==> src/sv/saa_pkg.sv <==
`default_nettype none
package saa_pkg;

    localparam int ATLAS_COLUMNS_DEF = 64;
    localparam int CELL_PX_DEF       = 32;
    localparam int MAX_ENTRIES_DEF   = 1024;

    localparam logic [2:0] ST_OK        = 3'd0;
    localparam logic [2:0] ST_NO_SPACE  = 3'd1;
    localparam logic [2:0] ST_TOO_LARGE = 3'd2;
    localparam logic [2:0] ST_FULL      = 3'd3;
    localparam logic [2:0] ST_BAD_KEEP  = 3'd4;

    localparam logic ACT_ALLOC    = 1'b0;
    localparam logic ACT_TRUNCATE = 1'b1;

    typedef struct packed {
        logic        action;
        logic [11:0] width_px;
        logic [11:0] height_px;
        logic [10:0] keep_count;
    } saa_in_t;

    typedef struct packed {
        logic [2:0]  status;
        logic [9:0]  handle;
        logic [5:0]  cell_x;
        logic [5:0]  cell_y;
        logic [11:0] offset_x_px;
        logic [11:0] offset_y_px;
    } saa_out_t;

    // controller to datapath
    typedef struct packed {
        logic load;       // capture item, compute cell sizes
        logic scan_init;  // clear search state, column pointer to 0
        logic scan_step;  // examine one column
        logic commit;     // write record, set up raise
        logic raise_step; // raise one column
        logic clear_step; // clear one skyline column
        logic fetch;      // record read wait; the datapath reads the record store without it
        logic replay_set; // set up raise from record
        logic set_count;  // count to keep value
        logic finish;     // build result
    } saa_cmd_t;

    // datapath to controller
    typedef struct packed {
        logic is_trunc;
        logic full;
        logic too_large;
        logic bad_keep;
        logic keep_same;
        logic scan_done;
        logic found;
        logic raise_done;
        logic clear_done;
        logic replay_done;
    } saa_sts_t;

endpackage
`default_nettype wire

==> src/sv/saa_ctrl.sv <==
`default_nettype none
module saa_ctrl (
    input  wire logic              clk,
    input  wire logic              rst_n,
    input  wire logic              in_fire,
    input  wire logic              out_ready,
    input  wire saa_pkg::saa_sts_t sts,
    output saa_pkg::saa_cmd_t      cmd,
    output logic [2:0]             err_status,
    output logic                   err_valid,
    output logic                   busy,
    output logic                   out_valid
);
    import saa_pkg::*;

    typedef enum logic [3:0] {
        S_INIT, S_IDLE, S_CHECK, S_SCAN, S_DECIDE, S_RAISE, S_CLEAR,
        S_FETCH, S_WAIT, S_SET, S_REPLAY, S_DONE, S_OUT
    } state_t;

    state_t     state_reg;
    logic [2:0] err_reg;
    logic       errv_reg;

    assign err_status = err_reg;
    assign err_valid  = errv_reg;
    assign busy       = (state_reg != S_IDLE);
    assign out_valid  = (state_reg == S_OUT);

    // command decode
    always_comb
    begin
        cmd = '0;
        unique case (state_reg)
            S_INIT:   cmd.clear_step = 1'b1;
            S_IDLE:   cmd.load = in_fire;
            S_CHECK:  cmd.scan_init = 1'b1;
            S_SCAN:   cmd.scan_step = !sts.scan_done;
            S_DECIDE: cmd.commit = sts.found;
            S_RAISE:  cmd.raise_step = 1'b1;
            S_CLEAR:  cmd.clear_step = 1'b1;
            S_FETCH:  cmd.set_count = 1'b1;
            S_WAIT:   cmd.fetch = 1'b1;
            S_SET:    cmd.replay_set = 1'b1;
            S_REPLAY: cmd.raise_step = 1'b1;
            S_DONE:   cmd.finish = 1'b1;
            S_OUT:    cmd.finish = 1'b0;
            default:  cmd = '0;
        endcase
    end

    // sequencer
    always_ff @(posedge clk or negedge rst_n)
    begin
        if (!rst_n)
        begin
            state_reg <= S_INIT;
            err_reg   <= ST_OK;
            errv_reg  <= 1'b0;
        end
        else
        begin
            unique case (state_reg)
                // skyline clearing pass after reset
                S_INIT:
                begin
                    if (sts.clear_done)
                    begin
                        state_reg <= S_IDLE;
                    end
                end
                S_IDLE:
                begin
                    errv_reg <= 1'b0;
                    if (in_fire)
                    begin
                        state_reg <= S_CHECK;
                    end
                end
                S_CHECK:
                begin
                    if (sts.is_trunc)
                    begin
                        if (sts.bad_keep)
                        begin
                            err_reg <= ST_BAD_KEEP; errv_reg <= 1'b1; state_reg <= S_DONE;
                        end
                        else if (sts.keep_same)
                        begin
                            state_reg <= S_DONE;
                        end
                        else
                        begin
                            state_reg <= S_CLEAR;
                        end
                    end
                    else if (sts.full)
                    begin
                        err_reg <= ST_FULL; errv_reg <= 1'b1; state_reg <= S_DONE;
                    end
                    else if (sts.too_large)
                    begin
                        err_reg <= ST_TOO_LARGE; errv_reg <= 1'b1; state_reg <= S_DONE;
                    end
                    else
                    begin
                        state_reg <= S_SCAN;
                    end
                end
                S_SCAN:
                begin
                    if (sts.scan_done)
                    begin
                        state_reg <= S_DECIDE;
                    end
                end
                S_DECIDE:
                begin
                    if (sts.found)
                    begin
                        state_reg <= S_RAISE;
                    end
                    else
                    begin
                        err_reg <= ST_NO_SPACE; errv_reg <= 1'b1; state_reg <= S_DONE;
                    end
                end
                S_RAISE:
                begin
                    if (sts.raise_done)
                    begin
                        state_reg <= S_DONE;
                    end
                end
                S_CLEAR:
                begin
                    if (sts.clear_done)
                    begin
                        state_reg <= S_FETCH;
                    end
                end
                S_FETCH:   state_reg <= S_WAIT;
                S_WAIT:
                begin
                    state_reg <= sts.replay_done ? S_DONE : S_SET;
                end
                S_SET:     state_reg <= S_REPLAY;
                S_REPLAY:
                begin
                    if (sts.raise_done)
                    begin
                        state_reg <= S_WAIT;
                    end
                end
                S_DONE:    state_reg <= S_OUT;
                S_OUT:
                begin
                    if (out_ready)
                    begin
                        state_reg <= S_IDLE;
                    end
                end
                default:   state_reg <= S_IDLE;
            endcase
        end
    end

endmodule
`default_nettype wire

==> config.mk <==
export PLATFORM = sky130hd
export DESIGN_NAME = saa_ctrl
export DESIGN_NICKNAME = d
export VERILOG_FILES = /design/src/sv/saa_pkg.sv /design/src/sv/saa_ctrl.sv
export SDC_FILE = /design/constraint.sdc
export NUM_CORES = 1
export LEC_CHECK = 0
export BUFFER_PORTS_ARGS = -buffer_cell sky130_fd_sc_hd__buf_4
export CAP_MARGIN = 20
export CORE_MARGIN = 1.5
export CORE_UTILIZATION = 25
export DETAILED_ROUTE_END_ITERATION = 8
export GPL_TIMING_DRIVEN = 0
export MAX_ROUTING_LAYER = met4
export SYNTH_ARGS = -nofsm -noshare
export SYNTH_HDL_FRONTEND = slang
export SYNTH_SLANG_ARGS = --single-unit
==> constraint.sdc <==
create_clock -name clk -period 3.85 [get_ports clk]
set_input_delay 1.155 -clock clk [delete_from_list [all_inputs] [get_ports clk]]
set_output_delay 1.155 -clock clk [all_outputs]
set_load 0.005 [all_outputs]
==> flow_summary.toml <==
[status]
status = "complete, no violations"

[layout]
largest_reg_flops = 4
area_growth_syn_to_layout_pct = 40.4
diodes = 0
finalNetCount = 129
drive_above_1_share_pct = 38.1

[placement]
port_buffers = 29
place_hpwl_um = 1480
gp_congestion = 0.817

[yosys]
synth_seq_area_share_pct = 29.1
synth-xor-area-share_pct = 0
ys_ff_latch = 8
synth_edf_count = 0
async_reset_ff_share_pct = 100
synth_nets = 95
synthFlopType = "dfrtp_1"
synthDistinctLibCells = 36
synth_area_per_cell_um2 = 8.48
yosys.area_share.simple_pct = 33.7
synth_compound_area_share_pct = 23.1
synthCells = 81
synth_area_um2 = 687
synth_fa_ha_area_share_pct = 0
synth_top_family_by_area = "simple AND/OR/NAND/NOR gates"
synth_mux_area_share_pct = 6.92
ys_warn_count = 0

[worst_setup_path]
startpoint = "state_reg[1]"
max_stage_delay_ps = 510
reg2reg_slack_ps = 2000
crit_arrival_ps = 1760
crit_chain = "clkbuf_1 -> nor3_1 -> and2_1 -> buf_4"
critPathTopFamily = "simple AND/OR/NAND/NOR gates"
crit_path_max_fanout = 10
cp-start-kind = "flip-flop"
rr_worst_depth = 5
worstSetupPathType = "reg2out"
critPathCaptureType = "output pin"
crit_path_top_delay_cell = "nor3_1"
endpoint = "cmd[6]"
r2r_end = "err_status[2]"
cp.required_ps = 2690
regToRegStartpoint = "state_reg[2]"
worst-path-buf-inv = 2
cp.depth = 4

[sta]
skew_ps = 3.61
setup_viol = 0
rsz0062_at_grt = "false"
hold_viol_final = 0
finalCriticalPeriod_ps = 2920
whs_ps = 482
max_slew.worst_pin.slew_ps = 528
fin_crit_sh_pct = 75.8
fin_setup_tns_ps = 0
maxSlewViolCount = 0
relSlewSlack_pct = 64.5
fmax_ghz = 0.343

[clocking]
numCtsBuffers = 3
cts_tree = "done"
cts_setup_buffers = 0
cts-root-buf = "clkbuf_4"
post_cts_resized = 0
cts.path.max_buffers = 2
clk_pin_slew_worst_paths_ps = 50
holdBufCountCts = 0
insertion_delay_ps = 250
h-tree-depth = 1
clock-sinks = 8

[die]
die_area_um2 = 3070
start_util_pct = 27.0
fp-row-count = 18
die_x_um = 55.4
dieHeight_um = 55.4
core_um2 = 2540
io_pins = 30

[global_routing]
track_usage_pct = 12.8
grt_pass1_vias = 724
grt_pass1_wl_um = 3090
antenna_found_initial = 0
grt_max_degree = 11
overflow = 0

[routing]
num_vias = 720
drtIter0Drc = 16
first_pass_iters = 4
drc = 0
viasPerCell = 5.03
routed_wl_um = 1810
wl_per_cell_um = 12.6
ant_nets = 0

[flow_run]
cap_violations = 0

[pwr]
power_density_nw_per_um2 = 746
swShare_pct = 42.7
p_comb_share_pct = 67.9
power.share.clock_pct = 8.4
p_int_uw = 412
power_uw = 720
p_leak_nw = 0.437
ir_drop_mv = 0.323
pwr-share-seq_pct = 23.7
p_switching_uw = 307

[min_path]
hp-start = "err_valid"
hold_class = "reg2reg"
hold_depth = 1
==> layer usage <==
metal | global-route usage, % | wire, µm
met5 | - | 0
met1 | 15.0 | 870
met3 | 4.68 | 99
met4 | 3.14 | 0
met2 | 20.7 | 838
==> how the worst min path moves through the flow <==
stage                     end  slack, ps
floorplan           err_valid        470
global placement    err_valid        460
detailed placement  err_valid        480
CTS                 err_valid        490
global route        err_valid        520
finish              err_valid        480
==> cell usage after synthesis (2+ instances only) <==
cell type / number / share of area, %
nand4bb_1: 3 / 4.9
or3_1: 2 / 1.8
clkbuf_1: 4 / 2.2
o32ai_2: 2 / 4.7
or2_2: 3 / 2.7
nor3_1: 3 / 2.2
a21oi_1: 4 / 2.9
nor4_1: 2 / 1.8
dfrtp_1: 8 / 29
mux2_2: 2 / 3.3
o21ai_0: 2 / 1.5
inv_1: 6 / 3.3
nand2b_1: 4 / 3.6
o31ai_1: 2 / 2.2
nor2_1: 9 / 4.9
nor2b_1: 2 / 1.8
nand2_1: 4 / 2.2
==> area by class of cell <==
cell class | instances | area, µm²
Fill cell | 279 | 1580
Buffer | 5 | 26.3
Timing Repair Buffer | 29 | 218
Inverter | 6 | 22.5
Multi-Input combinational cell | 62 | 438
Clock buffer | 3 | 22.5
Tap cell | 30 | 37.5
Sequential cell | 8 | 200
==> placed cells by master (no fill, tap or decap), types with 2 or more instances in the layout <==
| cell | n |
|---|---|
| nand2b_1 | 4 |
| clkbuf_1 | 4 |
| a21oi_1 | 4 |
| mux2_2 | 2 |
| or3_1 | 2 |
| dfrtp_1 | 8 |
| nand4bb_1 | 3 |
| clkbuf_4 | 3 |
| o32ai_2 | 2 |
| nor4_1 | 2 |
| nor2_1 | 9 |
| o21ai_0 | 2 |
| buf_4 | 29 |
| o31ai_1 | 2 |
| nand2_1 | 4 |
| nor2b_1 | 2 |
| nor3_1 | 3 |
| or2_2 | 3 |
| inv_1 | 6 |
==> stage by stage <==
stage               cells  util (%)  instance area (µm²)  setup WS [ps]
finish                143      37.9                  965            932
global route          143      37.9                  965            843
detailed placement    140      37.0                  942           1100
floorplan              81         -                  687           1340
CTS                   143      37.9                  965            946
global placement      140      37.0                  942           1120
==> kinds of logic after synthesis <==
group / count (synthesis)
simple gates: 38
buf+inv: 11
compound gates: 20
mux: 4
flops: 8
==> power groups by stage <==
stage          Sequential (mW)  Clock, mW  Combinational, mW
3_5_place_dp             0.172          0              0.492
5_1_grt                  0.177     0.0683              0.543
2_1_floorplan            0.161          0              0.328
4_1_cts                  0.171     0.0642              0.493
3_3_place_gp             0.168          0              0.482
6_report                 0.170     0.0608              0.488
Note: power is estimated with default switching activity, not from simulation.
